`src/design/dcs_pkg.sv`:
```
// shared constants, types and helper functions for the channel store
package dcs_pkg;

   localparam int UNIVERSES  = 2;
   localparam int SLOTS      = 8;
   localparam int CHANNELS   = 512;
   localparam int FULL_LEVEL = 255;

   localparam int MEM_DEPTH = UNIVERSES * CHANNELS;
   localparam int ADDR_W    = (MEM_DEPTH > 1) ? $clog2(MEM_DEPTH) : 1;
   localparam int UIDX_W    = (UNIVERSES > 1) ? $clog2(UNIVERSES) : 1;
   localparam int SIDX_W    = (SLOTS > 1) ? $clog2(SLOTS) : 1;

   localparam int REQ_DATA_W = 40;
   localparam int REQ_USER_W = 3;
   localparam int RSP_DATA_W = 24;

   typedef enum logic [2:0] {
      KIND_CONNECT,
      KIND_DISCONNECT,
      KIND_DIM_READ,
      KIND_RAW_READ,
      KIND_WRITE,
      KIND_BLOCK,
      KIND_SET_LIVE,
      KIND_SET_DIMMER
   } kind_type;

   typedef struct packed {
      kind_type           kind;
      logic [7:0]         universe;
      logic [9:0]         channel;
      logic [7:0]         value;
      logic signed [5:0]  slot;
      logic               live;
      logic               last;
   } item_type;

   typedef struct packed {
      logic [7:0] data;
      logic       status;
      logic [4:0] granted_slot;
      logic       universe_live;
      logic [7:0] dimmer_level;
      logic       slot_changed;
   } result_type;

   typedef struct packed {
      logic              en;
      logic [ADDR_W-1:0] addr;
      logic [7:0]        data;
   } mem_wr_type;

   // flat store address; zero when universe or channel is out of range
   function automatic logic [ADDR_W-1:0] chan_addr(input logic [7:0] universe,
                                                   input logic [9:0] channel);
      int a;
      a = 0;
      if ((int'(universe) < UNIVERSES) && (int'(channel) < CHANNELS)) begin
         a = int'(universe) * CHANNELS + int'(channel);
      end
      return ADDR_W'(a);
   endfunction

   // exact x / 255 for any x below 255*256, which covers every product of two bytes
   function automatic logic [7:0] div255(input logic [15:0] x);
      logic [16:0] t;
      t = {1'b0, x} + 17'(x >> 8) + 17'd1;
      return t[15:8];
   endfunction

endpackage

```
`src/design/dcs_state.sv`:
```
// universe flags, dimmers and reader slots, plus result and store-write logic
module dcs_state (
   input  logic                 clock,
   input  logic                 reset,
   input  logic                 advance,
   input  dcs_pkg::item_type    item,
   input  logic [7:0]           stored,
   output dcs_pkg::result_type  result,
   output dcs_pkg::mem_wr_type  mem_wr
);

   logic                       live_ff   [dcs_pkg::UNIVERSES];
   logic [7:0]                 dimmer_ff [dcs_pkg::UNIVERSES];
   logic [dcs_pkg::SLOTS-1:0]  in_use_ff [dcs_pkg::UNIVERSES];
   logic [dcs_pkg::SLOTS-1:0]  newv_ff   [dcs_pkg::UNIVERSES];

   logic                       live_in;
   logic [7:0]                 dimmer_in;
   logic [dcs_pkg::SLOTS-1:0]  in_use_in;
   logic [dcs_pkg::SLOTS-1:0]  newv_in;

   logic                       uok, sok, cok;
   logic [dcs_pkg::UIDX_W-1:0] uidx;
   logic [dcs_pkg::SIDX_W-1:0] sidx;
   logic [dcs_pkg::SLOTS-1:0]  cur_use, cur_newv;
   logic                       found;
   logic [dcs_pkg::SIDX_W-1:0] free_idx;
   logic [15:0]                product;
   logic                       mark, wr_en, status;
   logic [7:0]                 data;
   logic [4:0]                 granted;

   assign uok      = item.universe < 8'(dcs_pkg::UNIVERSES);
   assign uidx     = item.universe[dcs_pkg::UIDX_W-1:0];
   assign sok      = !item.slot[5] && ($unsigned(item.slot) < 6'(dcs_pkg::SLOTS));
   assign sidx     = item.slot[dcs_pkg::SIDX_W-1:0];
   assign cok      = item.channel < 10'(dcs_pkg::CHANNELS);
   assign cur_use  = in_use_ff[uidx];
   assign cur_newv = newv_ff[uidx];
   assign product  = 16'(dimmer_ff[uidx]) * 16'(stored);

   // lowest free slot
   always_comb begin
      found    = 1'b0;
      free_idx = '0;
      for (int s = dcs_pkg::SLOTS - 1; s >= 0; s--) begin
         if (!cur_use[s]) begin
            found    = 1'b1;
            free_idx = dcs_pkg::SIDX_W'(s);
         end
      end
   end

   always_comb begin
      status    = 1'b0;
      data      = 8'd0;
      granted   = 5'd0;
      mark      = 1'b0;
      wr_en     = 1'b0;
      live_in   = live_ff[uidx];
      dimmer_in = dimmer_ff[uidx];
      in_use_in = cur_use;
      newv_in   = cur_newv;
      unique case (item.kind)
         dcs_pkg::KIND_CONNECT: begin
            if (found) begin
               in_use_in[free_idx] = 1'b1;
               granted             = 5'(free_idx);
            end else begin
               status = 1'b1;
            end
         end
         dcs_pkg::KIND_DISCONNECT: begin
            if (sok) begin
               in_use_in[sidx] = 1'b0;
            end else begin
               status = 1'b1;
            end
         end
         dcs_pkg::KIND_DIM_READ: begin
            if (sok) begin
               newv_in[sidx] = 1'b0;
            end
            if (!cok) begin
               status = 1'b1;
            end else if (live_ff[uidx]) begin
               data = dcs_pkg::div255(product);
            end
         end
         dcs_pkg::KIND_RAW_READ: begin
            if (!cok) begin
               status = 1'b1;
            end else begin
               data = stored;
            end
         end
         dcs_pkg::KIND_WRITE: begin
            if (!cok) begin
               status = 1'b1;
            end else if (stored != item.value) begin
               wr_en = 1'b1;
               mark  = 1'b1;
            end
         end
         dcs_pkg::KIND_BLOCK: begin
            wr_en = cok;
            mark  = item.last;
         end
         dcs_pkg::KIND_SET_LIVE: begin
            live_in = item.live;
            mark    = 1'b1;
         end
         dcs_pkg::KIND_SET_DIMMER: begin
            dimmer_in = item.value;
            mark      = 1'b1;
         end
         default: begin
            status = 1'b1;
         end
      endcase
      if (mark) begin
         newv_in = '1;
      end
   end

   always_comb begin
      result.data          = uok ? data : 8'd0;
      result.status        = uok ? status : 1'b1;
      result.granted_slot  = uok ? granted : 5'd0;
      result.universe_live = uok ? live_in : 1'b1;
      result.dimmer_level  = uok ? dimmer_in : 8'd0;
      result.slot_changed  = uok && sok && cur_newv[sidx];
      mem_wr.en            = advance && uok && wr_en;
      mem_wr.addr          = dcs_pkg::chan_addr(item.universe, item.channel);
      mem_wr.data          = item.value;
   end

   always_ff @(posedge clock) begin
      if (reset) begin
         for (int u = 0; u < dcs_pkg::UNIVERSES; u++) begin
            live_ff[u]   <= 1'b1;
            dimmer_ff[u] <= 8'(dcs_pkg::FULL_LEVEL);
            in_use_ff[u] <= '0;
            newv_ff[u]   <= '1;
         end
      end else if (advance && uok) begin
         live_ff[uidx]   <= live_in;
         dimmer_ff[uidx] <= dimmer_in;
         in_use_ff[uidx] <= in_use_in;
         newv_ff[uidx]   <= newv_in;
      end
   end

endmodule

```
`config.mk`:
```
export PLATFORM = sky130hd
export DESIGN_NAME = dcs_state
export DESIGN_NICKNAME = d
export VERILOG_FILES = /design/src/design/dcs_pkg.sv /design/src/design/dcs_state.sv
export SDC_FILE = /design/constraint.sdc
export NUM_CORES = 1
export LEC_CHECK = 0
export ABC_AREA = 1
export BUFFER_PORTS_ARGS = -buffer_cell sky130_fd_sc_hd__buf_2
export CAP_MARGIN = 20
export CORE_UTILIZATION = 50
export CTS_CLUSTER_SIZE = 24
export DETAILED_ROUTE_END_ITERATION = 8
export PLACE_DENSITY = 0.76
export SLEW_MARGIN = 20
export SYNTH_ARGS = -nofsm -noshare
export SYNTH_HDL_FRONTEND = slang
export SYNTH_SLANG_ARGS = --single-unit
export TNS_END_PERCENT = 50
```
`constraint.sdc`:
```
create_clock -name clock -period 8.5 [get_ports clock]
set_input_delay 0.425 -clock clock [delete_from_list [all_inputs] [get_ports clock]]
set_output_delay 0.425 -clock clock [all_outputs]
set_load 0.005 [all_outputs]
```
==> results.sh <==
export IMPL_seqPwrFrac_pct=12.1
export IMPL_swShare_pct=55.2
export IMPL_fp_dieW_um=111
export IMPL_synth_top_family_by_area="simple AND/OR/NAND/NOR gates"
export IMPL_hpwl_mm=11.9
export IMPL_max_freq_ghz=0.139
export IMPL_cts_tree="built"
export IMPL_synth_edf_count=48
export IMPL_grt_pass1_vias=5204
export IMPL_die_area_um2=12300
export IMPL_holdPathEnd="live_ff[0]"
export IMPL_place_congestion=0.929
export IMPL_vias=5699
export IMPL_grt_max_degree=28
export IMPL_portBuffers=88
export IMPL_grt_ovfl_total=0
export IMPL_die_h_um=111
export IMPL_firstDrtPassIters=9
export IMPL_hold_violations=0
export IMPL_setup_violations=0
export IMPL_period_needed_ns=7.18
export IMPL_rrSetupSlack_ns=6.51
export IMPL_r2r_cells=9
export IMPL_htreeDepth=2
export IMPL_final_util_pct=58.1
export IMPL_slowest_stage="fa_1"
export IMPL_vias_per_cell=5.32
export IMPL_clkTransAtPathRegs_ns=0.06
export IMPL_syn_inst=846
export IMPL_post_cts_buffers=0
export IMPL_placedInstanceArea_um2=6520
export IMPL_wl_per_cell_um=14.0
export IMPL_ys_warn_count=0
export IMPL_cpMostUsedCell="nand2_1"
export IMPL_fin_nets=1052
export IMPL_synth_cell_types=44
export IMPL_period_share_pct=84.5
export IMPL_yosys_most_used_dff="edfxtp_1"
export IMPL_r2r_start="in_use_ff[1][7]"
export IMPL_num_rows=39
export IMPL_yosys_register_bits=50
export IMPL_ctsHoldBuffers=0
export IMPL_first_iter_violations=432
export IMPL_grt_use_total_pct=24.3
export IMPL_slew_viol_final=0
export IMPL_hold_path_class="reg2reg"
export IMPL_max_stage_delay_ns=0.59
export IMPL_start_kind="primary input"
export IMPL_p_sw_mw=1.24
export IMPL_ir_drop_v=0.000186
export IMPL_crit_arrival_ns=6.76
export IMPL_ios=91
export IMPL_maxSlewHeadroom_pct=26.4
export IMPL_end_kind="primary output"
export IMPL_muxShareOfSynthArea_pct=1.68
export IMPL_ys_seq_area_share_pct=24.9
export IMPL_ctsResizeCount=0
export IMPL_yosys_area_share_xor_xnor_pct=1.72
export IMPL_initial_core_util_pct=51.7
export IMPL_root_buffer="clkbuf_16"
export IMPL_antenna_found_initial=0
export IMPL_cap_viol_max_count=0
export IMPL_clock_skew_ns=0.00239
export IMPL_tns_ns=0
export IMPL_rsz0062_at_grt="no"
export IMPL_grt_pass1_wl_mm=24.4
export IMPL_clkPwrFrac_pct=10.1
export IMPL_drtAntennaViolNets=0
export IMPL_synth_fa_ha_area_share_pct=20.7
export IMPL_required_ns=8.08
export IMPL_path_max_fanout=27
export IMPL_coreArea_um2=11500
export IMPL_status="finished with violations"
export IMPL_violations="design-rule violations"
export IMPL_final_area_um2=6690
export IMPL_p_leak_nw=3.35
export IMPL_insertion_delay_ns=0.29
export IMPL_tightest_slew_ns=1.10
export IMPL_syn2layout_area_growth_pct=12.3
export IMPL_cts_buffer_depth=2
export IMPL_fill_cells=1070
export IMPL_regToRegEndpoint="in_use_ff[0][6]"
export IMPL_holdPathStages=2
export IMPL_syn_avg_cell_area_um2=7.04
export IMPL_yosys_area_share_simple_pct=32.6
export IMPL_power_frac_comb_pct=77.7
export IMPL_drt_wl_total_mm=15.0
export IMPL_drc=17
export IMPL_async_reset_ff_share_pct=0
export IMPL_hold_path_startpoint="live_ff[0]"
export IMPL_clock_sinks=50
export IMPL_cts_buffers=5
export IMPL_num_antenna_cells=0
export IMPL_power_density_nw_per_um2=336
export IMPL_intPower_mw=1.01
export IMPL_syn_area_um2=5950
export IMPL_layout_drive_gt1_share_pct=14.8
export IMPL_synth_compound_area_share_pct=6.83
export IMPL_worst_setup_path_type="in2out"
## metal layers
layer,share of wire [%],GRT usage [%],wire (um),up-vias
met5,0,0,0,-
met4,1.7,5.41,262,0
met3,9.1,5.63,1360,26
met2,44,39.3,6570,253
met1,45,33.2,6790,2580
li1,-,-,-,2840
## final cells by class
class / instances / area (um^2) / share of cell area, %
Sequential cell: 50 / 1480 / 22.2
Multi-Input combinational cell: 626 / 3790 / 56.7
Clock buffer: 5 / 125 / 1.87
Clock inverter: 3 / 42.5 / 0.636
Inverter: 150 / 563 / 8.42
Timing Repair Buffer: 94 / 505 / 7.56
Tap cell: 143 / 179 / 2.68
## worst max-delay path: cells and delay by family
kind	cells	cell delay, ns
and+or+nand+nor	12	1.45
AOI/OAI and AO/OA	4	0.93
adders and majority gates	6	2.79
buffers and inverters	7	1.16
## synthesized netlist by cell type, types with 8 or more instances
cell / count / area, um^2
clkbuf_1: 8 / 30.0
nor3_1: 18 / 90.1
or2_2: 13 / 81.3
fa_1: 36 / 721
nand4_1: 11 / 68.8
nand2_1: 201 / 754
buf_4: 12 / 90.1
ha_1: 41 / 513
edfxtp_1: 48 / 1440
mux2i_1: 10 / 100
a21oi_1: 32 / 160
o21ai_0: 16 / 80.1
nor2_1: 140 / 526
nand3_1: 53 / 265
inv_1: 141 / 529
## power groups by stage
| stage | Combinational (mW) | Clock, mW | Sequential [mW] |
|---|---|---|---|
| after global placement | 1.71 | 0 | 0.278 |
| after floorplan | 1.37 | 0 | 0.277 |
| after CTS | 1.73 | 0.227 | 0.272 |
| final | 1.75 | 0.228 | 0.272 |
| after global routing | 1.99 | 0.236 | 0.272 |
| after detailed placement | 1.72 | 0 | 0.278 |
## cell usage in the layout (no fill, tap or decap), types with 4 or more instances in the layout
| master | count |
|---|---|
| nand3_1 | 53 |
| o22ai_1 | 4 |
| clkbuf_16 | 5 |
| nand3b_1 | 4 |
| clkinv_1 | 5 |
| o21ai_1 | 6 |
| buf_4 | 5 |
| nand3_2 | 6 |
| edfxtp_1 | 48 |
| nor3_1 | 18 |
| inv_2 | 5 |
| buf_2 | 88 |
| or2_2 | 13 |
| o21ai_0 | 16 |
| nand2_1 | 200 |
| fa_1 | 36 |
| nand4_1 | 11 |
| mux2i_1 | 10 |
| ha_1 | 41 |
| inv_1 | 141 |
| nor2_1 | 140 |
| xnor2_1 | 5 |
| a21oi_1 | 32 |
## cells by family (layout without fill, tap and decap cells)
logic type / Yosys count / after routing
AOI/OAI and AO/OA: 71 / 71
xor gates and xnor gates: 10 / 10
adders and majority gates: 77 / 77
buffers and inverters: 171 / 252
DFF: 50 / 50
muxes: 10 / 10
other: 1 / 2
and+or+nand+nor: 456 / 456
## metrics by stage
stage	power, mW	hold WS [ns]	cells	setup slack, ns
6_report	2.25	0.501	1071	1.32
3_3_place_gp	1.98	0.478	1062	1.51
5_1_grt	2.50	0.519	1071	0.831
4_1_cts	2.23	0.501	1071	1.37
2_1_floorplan	1.65	0.466	847	2.47
3_5_place_dp	2.00	0.490	1063	1.41
## sequential cells by signal (all words and copies together) (netlist names)
register and flops:
live_ff 2, in_use_ff 16, newv_ff 16, dimmer_ff 16
## how the worst max path moves through the flow
stage	slack (ns)	from	depth (start not counted)	endpoint
floorplan	2.47	item[26]	28	result[21]
global route	0.83	item[26]	29	result[16]
detailed placement	1.41	item[26]	29	result[16]
finish	1.32	item[26]	29	result[16]
CTS	1.37	item[26]	29	result[16]
global placement	1.51	item[26]	31	result[21]
No activity file was read; power rests on OpenSTA's default activity.
